File: src/sv/aabb_pkg.sv
// Shared types, widths and a saturation helper for the box collision block.
`timescale 1ns / 1ps
package aabb_pkg;
    localparam int COORD_W = 32;
    localparam int SIZE_W  = 31;
    localparam int IMASS_W = 24;
    localparam int SUM_W   = IMASS_W + 1;
    localparam int DVD_W   = 58;
    localparam int DVS_W   = 29;
    localparam int QUO_W   = COORD_W - 1;
    localparam int CFG_IDX_W = 3;

    localparam logic [CFG_IDX_W-1:0] REG_START_X   = 3'd0;
    localparam logic [CFG_IDX_W-1:0] REG_START_Y   = 3'd1;
    localparam logic [CFG_IDX_W-1:0] REG_START_VX  = 3'd2;
    localparam logic [CFG_IDX_W-1:0] REG_START_VY  = 3'd3;
    localparam logic [CFG_IDX_W-1:0] REG_BOX_W     = 3'd4;
    localparam logic [CFG_IDX_W-1:0] REG_BOX_H     = 3'd5;
    localparam logic [CFG_IDX_W-1:0] REG_OWN_IMASS = 3'd6;
    localparam logic [CFG_IDX_W-1:0] REG_MODE      = 3'd7;

    localparam logic CMD_COLLIDE = 1'b0;
    localparam logic CMD_TICK    = 1'b1;

    typedef struct packed {
        logic                      command;
        logic signed [COORD_W-1:0] other_left;
        logic signed [COORD_W-1:0] other_top;
        logic signed [COORD_W-1:0] other_right;
        logic signed [COORD_W-1:0] other_bottom;
        logic signed [COORD_W-1:0] other_vel_x;
        logic signed [COORD_W-1:0] other_vel_y;
        logic [IMASS_W-1:0]        other_inverse_mass;
    } in_item_t;

    typedef struct packed {
        logic                      hit;
        logic signed [COORD_W-1:0] delta_vel_x;
        logic signed [COORD_W-1:0] delta_vel_y;
        logic signed [COORD_W-1:0] pos_x;
        logic signed [COORD_W-1:0] pos_y;
        logic signed [COORD_W-1:0] vel_x;
        logic signed [COORD_W-1:0] vel_y;
    } out_item_t;

    // saturate a 34-bit signed sum to the 32-bit range
    function automatic logic signed [COORD_W-1:0] sat34(input logic signed [COORD_W+1:0] v);
        logic signed [COORD_W+1:0] hi;
        logic signed [COORD_W+1:0] lo;
        hi = {3'b000, {(COORD_W-1){1'b1}}};
        lo = {3'b111, {(COORD_W-1){1'b0}}};
        if (v > hi) begin
            sat34 = {1'b0, {(COORD_W-1){1'b1}}};
        end else if (v < lo) begin
            sat34 = {1'b1, {(COORD_W-1){1'b0}}};
        end else begin
            sat34 = v[COORD_W-1:0];
        end
    endfunction
endpackage

File: src/sv/aabb_div.sv
// Serial restoring divider: 31-bit quotient with an overflow flag, one bit per cycle.
`timescale 1ns / 1ps
module aabb_div (
    input  logic                          aclk,
    input  logic                          aresetn,
    input  logic                          start,
    input  logic [aabb_pkg::DVD_W-1:0]    dividend,
    input  logic [aabb_pkg::DVS_W-1:0]    divisor,
    output logic                          done,
    output logic                          over,
    output logic [aabb_pkg::QUO_W-1:0]    quotient
);
    localparam int DEN_W = aabb_pkg::DVS_W + aabb_pkg::QUO_W;
    localparam int CNT_W = $clog2(aabb_pkg::QUO_W + 1);

    logic [aabb_pkg::DVD_W-1:0] rem_reg, rem_next;
    logic [DEN_W-1:0]           den_reg, den_next;
    logic [aabb_pkg::QUO_W-1:0] q_reg, q_next;
    logic [CNT_W-1:0]           cnt_reg, cnt_next;
    logic                       run_reg, run_next;
    logic                       over_reg, over_next;
    logic                       done_reg, done_next;
    logic                       ge;

    assign ge = {{(DEN_W - aabb_pkg::DVD_W){1'b0}}, rem_reg} >= den_reg;

    always_comb begin
        rem_next  = rem_reg;
        den_next  = den_reg;
        q_next    = q_reg;
        cnt_next  = cnt_reg;
        run_next  = run_reg;
        over_next = over_reg;
        done_next = 1'b0;
        if (start) begin
            rem_next  = dividend;
            den_next  = {divisor, {aabb_pkg::QUO_W{1'b0}}};
            q_next    = '0;
            cnt_next  = CNT_W'(aabb_pkg::QUO_W);
            run_next  = 1'b1;
            over_next = 1'b0;
        end else if (run_reg) begin
            // top step only tests for a quotient beyond 31 bits
            if (cnt_reg == CNT_W'(aabb_pkg::QUO_W)) begin
                over_next = ge;
            end else begin
                if (ge) begin
                    rem_next = rem_reg - den_reg[aabb_pkg::DVD_W-1:0];
                end
                q_next = {q_reg[aabb_pkg::QUO_W-2:0], ge};
            end
            den_next = den_reg >> 1;
            if (cnt_reg == '0) begin
                run_next  = 1'b0;
                done_next = 1'b1;
            end else begin
                cnt_next = cnt_reg - 1'b1;
            end
        end
    end

    always_ff @(posedge aclk) begin
        if (!aresetn) begin
            run_reg  <= 1'b0;
            done_reg <= 1'b0;
        end else begin
            run_reg  <= run_next;
            done_reg <= done_next;
        end
        rem_reg  <= rem_next;
        den_reg  <= den_next;
        q_reg    <= q_next;
        cnt_reg  <= cnt_next;
        over_reg <= over_next;
    end

    assign done     = done_reg;
    assign over     = over_reg;
    assign quotient = q_reg;
endmodule

File: config.mk
export PLATFORM = sky130hd
export DESIGN_NAME = aabb_div
export DESIGN_NICKNAME = d
export VERILOG_FILES = /design/src/sv/aabb_pkg.sv /design/src/sv/aabb_div.sv
export SDC_FILE = /design/constraint.sdc
export NUM_CORES = 1
export LEC_CHECK = 0
export ABC_AREA = 1
export BUFFER_PORTS_ARGS = -buffer_cell sky130_fd_sc_hd__clkbuf_2
export CORE_ASPECT_RATIO = 0.6
export CORE_MARGIN = 5
export CORE_UTILIZATION = 25
export DETAILED_ROUTE_END_ITERATION = 10
export HOLD_SLACK_MARGIN = 0.06
export SETUP_SLACK_MARGIN = 0.2
export SYNTH_ARGS = -nofsm -noshare
export SYNTH_HDL_FRONTEND = slang
export SYNTH_SLANG_ARGS = --single-unit
export TNS_END_PERCENT = 30
File: constraint.sdc
create_clock -name aclk -period 3.5 [get_ports aclk]
set_clock_uncertainty 0.15 [all_clocks]
set_input_delay 0.525 -clock aclk [delete_from_list [all_inputs] [get_ports aclk]]
set_output_delay 0.525 -clock aclk [all_outputs]
set_load 0.005 [all_outputs]
Word level (Yosys, flattened, before mapping)
Cells that the tools add are included.
{"block": "word_totals", "rom_bits": 0, "out_inout_bits": 33, "ff_bits": 157, "latch_bits": 0, "n_memories": 0, "inputBits": 90, "ramBits": 0}
{"block": "classes", "multipliers": 0, "n_mux": 10, "n_eq_ne": 2, "n_div": 0, "n_reduce_logical": 8, "bitwise": 4, "n_addsub": 2, "order_cmp": 1, "shifts": 0}
{"operator": "$mux 58", "count": 4}
{"operator": "$mux 60", "count": 2}
{"operator": "$ge 58x60->1", "count": 1}
{"operator": "$sub 58x58->58", "count": 1}
{"operator": "$reduce_and 2->1", "count": 3}
{"operator": "$eq 5x5->1 const B", "count": 1}
{"operator": "$logic_not 5->1", "count": 1}
{"operator": "$sub 5x1->5 const B", "count": 1}
{"operator": "$mux 1", "count": 4}
{"operator": "$not 1->1", "count": 4}
{"operator": "$reduce_bool 2->1", "count": 2}
{"operator": "$reduce_and 3->1", "count": 1}
{"operator": "$reduce_or 3->1", "count": 1}
{"operator": "$ne 2x2->1 const B", "count": 1}

Logic depth before layout (Yosys ltp)
Gate-level depths: netlist of run 1.
{"block": "logic_depth", "depth_word": 5, "mapped_depth": 17}

Worst setup path after synthesis of run 1
No wires, ideal clock.
{"block": "synth_timing", "path_type": "flip-flop to flip-flop", "from": "register rem_reg[0] (netlist bit)", "to": "register rem_reg[0] (netlist bit) (enable)", "path_buffers": 0, "setup_slack_ns": 0.024, "path_stages_with_launch": 15, "arrival_time_ns": 2.909, "period_less_slack_ns": 3.476, "path_cell_list": "edfxtp_1 -> inv_1 -> ha_1 -> fa_1 -> inv_1 -> nand3_1 -> nand3_2 -> nand3_1 -> nand2_1 -> nand2_1 -> nand2_1 -> nand2_1 -> nand3_2 -> nand2_2 -> nand2_1"}
{"block": "synth_between", "elab_chain_cells": 3}
{"item": "from (decl)", "line_no": "aabb_div.sv:16", "text": "logic [aabb_pkg::DVD_W-1:0] rem_reg, rem_next;"}
{"item": "from (signal assigned)", "line_no": "aabb_div.sv:70", "text": "rem_reg <= rem_next;"}
{"item": "$ge 58x60->1", "line_no": "aabb_div.sv:25", "text": "assign ge = {{(DEN_W - aabb_pkg::DVD_W){1'b0}}, rem_reg} >= den_reg;"}
{"item": "$reduce_bool 2->1 (no source line)"}
{"item": "$reduce_and 3->1 (no source line)"}
No other way between the ends.
A chain may end at the register's enable or synchronous reset.

Worst setup path after layout of run 1
{"block": "layout_timing", "from": "register rem_reg[27] (netlist bit)", "to": "register rem_reg[37] (netlist bit) (enable)"}
The elaborated chain is that of the path after synthesis.

==> metrics.csv, run 1 <==
stage,metric,value,unit
status,outcome,"complete, no violations",
layout,ratio of cells with drive above 1 in the final layout,14.15,%
layout,"commonest non-fill, non-tap cell in the layout",nand2_1,
floorplan,Cell Rows,59,
placed_design,Placement Cell Area,12390,sq um
layout,Final Cell Area,12990,sq um
global_routing,vias in the first global route,10310,
layout,max reg flops,60,
floorplan,die span in y,173.1,um
logic_synthesis,syn nets,1810,
placed_design,IO Port Bufs,122,
worst_setup_path,Critical Path Fanout Max,26,
cts,Root Driver,clkbuf_16,
floorplan,I/O pin total,123,
cts,post-CTS setup buffers,0,
global_routing,first-pass GRT wire length,60330,um
cts,CTS max path bufs,2,
logic_synthesis,"Seq/Total Area, Yosys",36.22,%
logic_synthesis,synthesized instance count,1658,
hold_path,HP Start,aresetn,
placed_design,Post-DP HPWL,32310,um
logic_synthesis,most area-consuming cells after synthesis,"edfxtp_1, nand2_1, dfxtp_1",
logic_synthesis,Ys Warns,0,
worst_setup_path,R2R depth,12,
sta,unrepaired setup endpoints after global routing,false,
layout,Area Overhead vs Synth,17.19,%
cts,CTS Hold Bufs,0,
hold_path,worst min path class,in2reg,
layout,Antenna diodes,0,
cts,Worst-Skew Late Latency,0.45,ns
cts,TritonCTS clock tree,yes,
detailed_routing,Post-Route WL,39490,um
global_routing,Total GRT Usage,16.03,%
power,Switching Fraction,38.78,%
sta,max-slew violations,0,
worst_setup_path,Worst Setup Start Kind,register,
detailed_routing,routed len/inst,16.68,um
power,worst vdd ir,0.0002615,V
hold_path,Hold Crit Endpoint,run_reg,
power,Leak,6.627,nW
worst_setup_path,r2r setup slk,0.41,ns
layout,most frequent cells in the layout,"nand2_1, inv_1, nor2_1",
logic_synthesis,top cell type's share of synthesized area,23.58,%
floorplan,core area,43550,sq um
sta,FMAX,0.3237,GHz
worst_setup_path,r2r startpoint,rem_reg[27],
detailed_routing,initial DRC count,1172,
cts,Worst-path clk slew,0.07,ns
sta,"Setup violations, final",0,
sta,Worst-Margin Slew,0.9891,ns
power,Int Pwr,3.939,mW
global_routing,initial antenna violation count,1,
sta,Post-Route Setup TNS,0,ns
detailed_routing,Vias,10800,
detailed_routing,drt drc,0,
cts,clock sink count,157,
worst_setup_path,Worst setup EP type,register,
floorplan,Die Wd,281.8,um
power,power density cells,495.5,nW/um^2
hold_path,hold depth,3,
cts,cts repair resizes,0,
logic_synthesis,post-synthesis register bit count,157,
layout,fillers,4877,
sta,Tmin final,3.089,ns
power,Sequential Power Share,34.6,%
detailed_routing,post-route ant nets,0,
power,Logic pwr share,35.9,%
floorplan,Starting Density,25.44,%
power,Clk pwr share,29.5,%
detailed_routing,Pre-antenna DRT Iters,5,
floorplan,Die ar.,48770,sq um
sta,Final Cycle Share,88.26,%
global_routing,grt ovf,0,
worst_setup_path,arrival time worst endpoint,3.04,ns
global_routing,pin count of the biggest net entering global routing,77,
cts,number of CTS-inserted buffers,17,
flow_run,MaxCap Viol Count,0,
logic_synthesis,Yosys top cell by area,edfxtp_1,
worst_setup_path,crit path kind,reg2reg,
power,P_sw,2.495,mW
logic_synthesis,mapped cell area,11080,sq um
sta,Final Hold Fails,0,
worst_setup_path,reg2reg end,rem_reg[37],
sta,slew margin rel.,33.99,%
placed_design,GPL Wtd Cong,0.9874,
logic_synthesis,synth unique cells,41,
detailed_routing,Via density,4.561,
layout,nets@finish,1927,
worst_setup_path,CP required,3.45,ns
cts,H-tree depth,4,
logic_synthesis,Avg Synthesized Cell Area,6.683,sq um
[synth_stat cells]
master    number
or2_2          7
o211ai_1       1
a31oi_1        1
o21bai_1      12
and2_1         1
o21ai_1       16
o21ai_0       82
o21ai_2        1
edfxtp_1      87
nor3_2         5
nand2_2       23
o21bai_2       1
a21oi_2        5
nand3_1       84
ha_1          61
nor2_2        18
or2_1          3
inv_2         17
a21oi_1       67
nand4_1       11
clkinv_1       5
xnor2_1       20
nor4_4         1
nand2_1      561
a22oi_1        1
nor2_1       124
inv_1        282
nand3b_1      11
fa_1           1
dfxtp_1       70
buf_2          3
clkbuf_2       1
nand3_2        4
buf_1          3
nor2_4         1
nor3_1         4
a21boi_0       1
nor4_1         2
clkbuf_1      29
a21o_1         1
o22ai_1       30
[per-layer routing]
layer	vias up	routed length [um]	global-route usage (%)
met5	-	0	0
met4	0	255	2.364
met3	18	3118	3.666
met2	336	14700	21.32
met1	4988	21420	26.18
li1	5453	-	-
[layout make-up]
class	instances	area, sq um	share of cell area, %
Clock buffer	21	504.2	3.883
Tap cell	579	724.4	5.579
Inverter	304	1141	8.788
Timing Repair Buffer	134	715.7	5.512
Multi-Input combinational cell	1161	5796	44.63
Clock inverter	11	90.09	0.6938
Sequential cell	157	4014	30.91
[kinds of logic after synthesis]
logic type	share of synthesized area (%)
AO/OA/AOI/OAI	10.86
adder cells (fa/ha/maj)	7.069
AND/OR/NAND/NOR	32.70
XOR/XNOR	1.581
buffers and inverters	11.56
flip-flops	36.22
[worst max path at each step]
stage | endpoint | slack, ns | startpoint | cells past startpoint
finish | rem_reg[37] | 0.41 | rem_reg[27] | 12
global placement | rem_reg[28] | 0.48 | rem_reg[0] | 15
detailed placement | rem_reg[28] | 0.45 | rem_reg[0] | 15
floorplan | rem_reg[0] | 0.59 | rem_reg[0] | 14
global route | rem_reg[32] | 0.25 | den_reg[27] | 13
CTS | rem_reg[32] | 0.44 | rem_reg[0] | 15
[per-stage QoR]
stage,worst slack [ns],hold slack [ns],instances,utilization [%],power (mW)
floorplan,0.5861,0.3097,1658,-,3.759
detailed placement,0.4494,0.3335,2335,28.45,4.519
global route,0.2480,0.1611,2367,29.81,6.845
finish,0.4111,0.1551,2367,29.81,6.434
global placement,0.4809,0.3318,2335,28.45,4.502
CTS,0.4439,0.1286,2367,29.81,6.438
[worst max-delay path, stage by stage (launching register included)]
cell      delay (ns)
edfxtp_1        0.37
ha_1            0.37
nand2_1         0.13
nor2_1          0.32
nand2_1         0.18
nor2_1          0.12
nand2_1         0.06
nand2_1         0.20
nand2_1         0.10
nand3_2         0.12
nand2_2         0.08
nand2_2         0.11
buf_4           0.38
[power by group through the flow]
stage	Combinational (mW)	Clock, mW	Sequential [mW]
6_report	2.31	1.90	2.23
5_1_grt	2.56	2.04	2.24
4_1_cts	2.26	1.95	2.23
3_5_place_dp	2.25	0	2.27
3_3_place_gp	2.24	0	2.26
2_1_floorplan	1.51	0	2.25
(Power assumes the default switching activity.)
==> run 2, diff against run 1 <==
- clock period: 3.5 -> 3.8 ns (I/O delays scaled with it)
==> run 2 against run 1 <==
Total power down 9.7%. First-iteration DRC count down 2.9%. Largest cell class unchanged. Non-clock buffer count down 2. Flip-flop and latch count unchanged.
==> metrics.csv, run 2 (synthesized netlist as in run 1, its figures left out) <==
stage,metric,value,unit,change
status,outcome,"complete, no violations",,
cts,post-CTS setup buffers,0,,unchanged
worst_setup_path,CP max stage cell,buf_4,,
sta,Worst-Margin Slew,0.9713,ns,-0.01780 ns
worst_setup_path,CP required,3.73,ns,+0.28 ns
global_routing,Total GRT Usage,15.35,%,-0.69 points
worst_setup_path,Setup crit end,rem_reg[38],,
worst_setup_path,Worst setup EP type,register,,
detailed_routing,Vias,10870,,+0.68%
floorplan,core area,43550,sq um,unchanged
power,Leak,6.597,nW,-0.45%
floorplan,Die Wd,281.8,um,unchanged
power,Total Power,5.810,mW,-9.7%
detailed_routing,post-route ant nets,0,,unchanged
global_routing,pin count of the biggest net entering global routing,57,,-26%
worst_setup_path,cell mode on critical path,nand2_1,,
layout,"Cell Count, Final, Fillers Out",2366,,-0.042%
global_routing,vias in the first global route,10330,,+0.25%
sta,Tmin final,3.030,ns,-0.05915 ns
detailed_routing,Post-Route WL,38040,um,-3.7%
floorplan,die span in y,173.1,um,unchanged
worst_setup_path,Critical Path Fanout Max,30,,+15%
detailed_routing,initial DRC count,1138,,-2.9%
cts,CTS max path bufs,2,,unchanged
worst_setup_path,crit path kind,reg2reg,,
layout,ratio of cells with drive above 1 in the final layout,14.00,%,-0.15 points
sta,"Setup violations, final",0,,unchanged
detailed_routing,Pre-antenna DRT Iters,6,,+1
placed_design,GPL Wtd Cong,0.9867,,about the same
detailed_routing,drt drc,0,,unchanged
cts,cts repair resizes,0,,unchanged
worst_setup_path,Worst setup startpoint,rem_reg[22],,
layout,Final Cell Area,12920,sq um,-0.46%
flow_run,MaxCap Viol Count,0,,unchanged
sta,Final Hold Fails,0,,unchanged
layout,Area Overhead vs Synth,16.64,%,
worst_setup_path,"Buf+Inv Stages, Crit Path",1,,unchanged
global_routing,initial antenna violation count,1,,unchanged
sta,Final Cycle Share,79.73,%,-8.5 points
cts,TritonCTS clock tree,yes,,
layout,nets@finish,1925,,-0.10%
worst_setup_path,Worst Setup Start Kind,register,,
worst_setup_path,R2R depth,12,,unchanged
detailed_routing,routed len/inst,16.08,um,-3.6%
worst_setup_path,Worst path depth,12,,unchanged
cts,clock sink count,157,,unchanged
cts,Root Driver,clkbuf_16,,
layout,max reg flops,60,,unchanged
sta,unrepaired setup endpoints after global routing,false,,
sta,max-slew violations,0,,unchanged
worst_setup_path,max incr delay on CP,0.43,ns,+0.05 ns
layout,most frequent cells in the layout,"nand2_1, inv_1, nor2_1",,
placed_design,Placed Cells,2333,,-0.086%
worst_setup_path,r2r setup slk,0.77,ns,+0.36 ns
cts,Worst-path clk slew,0.07,ns,about the same
cts,number of CTS-inserted buffers,17,,unchanged
sta,FMAX,0.3301,GHz,+2.0%
sta,slew margin rel.,35.18,%,+1.2 points
hold_path,worst min path class,in2reg,,
power,worst vdd ir,0.0002657,V,+1.6%
global_routing,first-pass GRT wire length,58280,um,-3.4%
floorplan,Die ar.,48770,sq um,unchanged
floorplan,I/O pin total,123,,unchanged
layout,"commonest non-fill, non-tap cell in the layout",nand2_1,,
global_routing,grt ovf,0,,unchanged
detailed_routing,Via density,4.593,,+0.72%
placed_design,Post-DP HPWL,30650,um,-5.1%
worst_setup_path,reg2reg end,rem_reg[38],,
floorplan,Cell Rows,59,,unchanged
sta,WHS,0.1864,ns,+0.03127 ns
cts,H-tree depth,4,,unchanged
worst_setup_path,arrival time worst endpoint,2.96,ns,-0.08 ns
placed_design,Placement Cell Area,12360,sq um,-0.22%
sta,Post-Route Setup TNS,0,ns,unchanged
worst_setup_path,r2r startpoint,rem_reg[22],,
worst_setup_path,cells along the critical path,"ha_1, nand2_1, nor2_1, nand2_1, nor2_1, nand2_1, nand2_1, nand2_1, nand3_2, nand2_2, nand2_2, buf_4",,
cts,CTS Hold Bufs,0,,unchanged
floorplan,Starting Density,25.44,%,unchanged
cts,Worst-Skew Late Latency,0.45,ns,about the same
power,power density cells,449.5,nW/um^2,-9.3%
placed_design,IO Port Bufs,122,,unchanged
worst_setup_path,Top delay family on crit path,simple AND/OR/NAND/NOR gates,,
## run 2: final cells by class
class                      count  area (sq um)
antenna                        1         2.502
clock buffer                  22         485.5
clock inverter                10         73.82
fill                        4854         30630
inverter                     304          1141
multi-input combinational   1161          5796
sequential                   157          4014
tap                          579         724.4
timing repair buffer         132         688.2
## run 2: how the worst min path moves through the flow
stage / slack, ns / endpoint / cells after the start / startpoint
after CTS: 0.16 / run_reg / 3 / aresetn
after global routing: 0.19 / run_reg / 3 / aresetn
final: 0.19 / run_reg / 3 / aresetn
after floorplan: 0.31 / den_reg[0] / 2 / den_reg[0]
after detailed placement: 0.34 / den_reg[0] / 2 / den_reg[0]
after global placement: 0.33 / cnt_reg[3] / 1 / cnt_reg[3]
## run 2: metal layers
layer  part of all wire, %  GRT usage (%)  wire (um)  vias to the layer above
li1                      -              -          -                     5456
met1                    52          24.52      19660                     4979
met2                    38          20.60      14340                      404
met3                   9.6          3.760       3670                       27
met4                  0.92          2.833        349                        2
met5                 0.034              0         13                        -
## run 2: metrics by stage
step                util (%)  setup slack [ns]
global placement       28.39            0.8745
CTS                    29.67            0.8249
finish                 29.68            0.7702
global route           29.67            0.6073
detailed placement     28.39            0.8332
floorplan                  -            0.3236
## run 2: report_power, final
group	internal, mW	total (mW)	switching, mW	leakage, nW
sequential	1.99	2.05	0.0637	1.45
combinational	0.668	2.09	1.42	4.86
clock	0.918	1.67	0.754	0.282
total	3.57	5.81	2.24	6.60
## run 2: worst reg2reg max path, delay by kind of cell, from the launching register on
kind | cells | cell delay (ns)
buffers and inverters | 1 | 0.43
and+or+nand+nor | 10 | 1.29
adders and majority gates | 1 | 0.36
DFF | 1 | 0.39
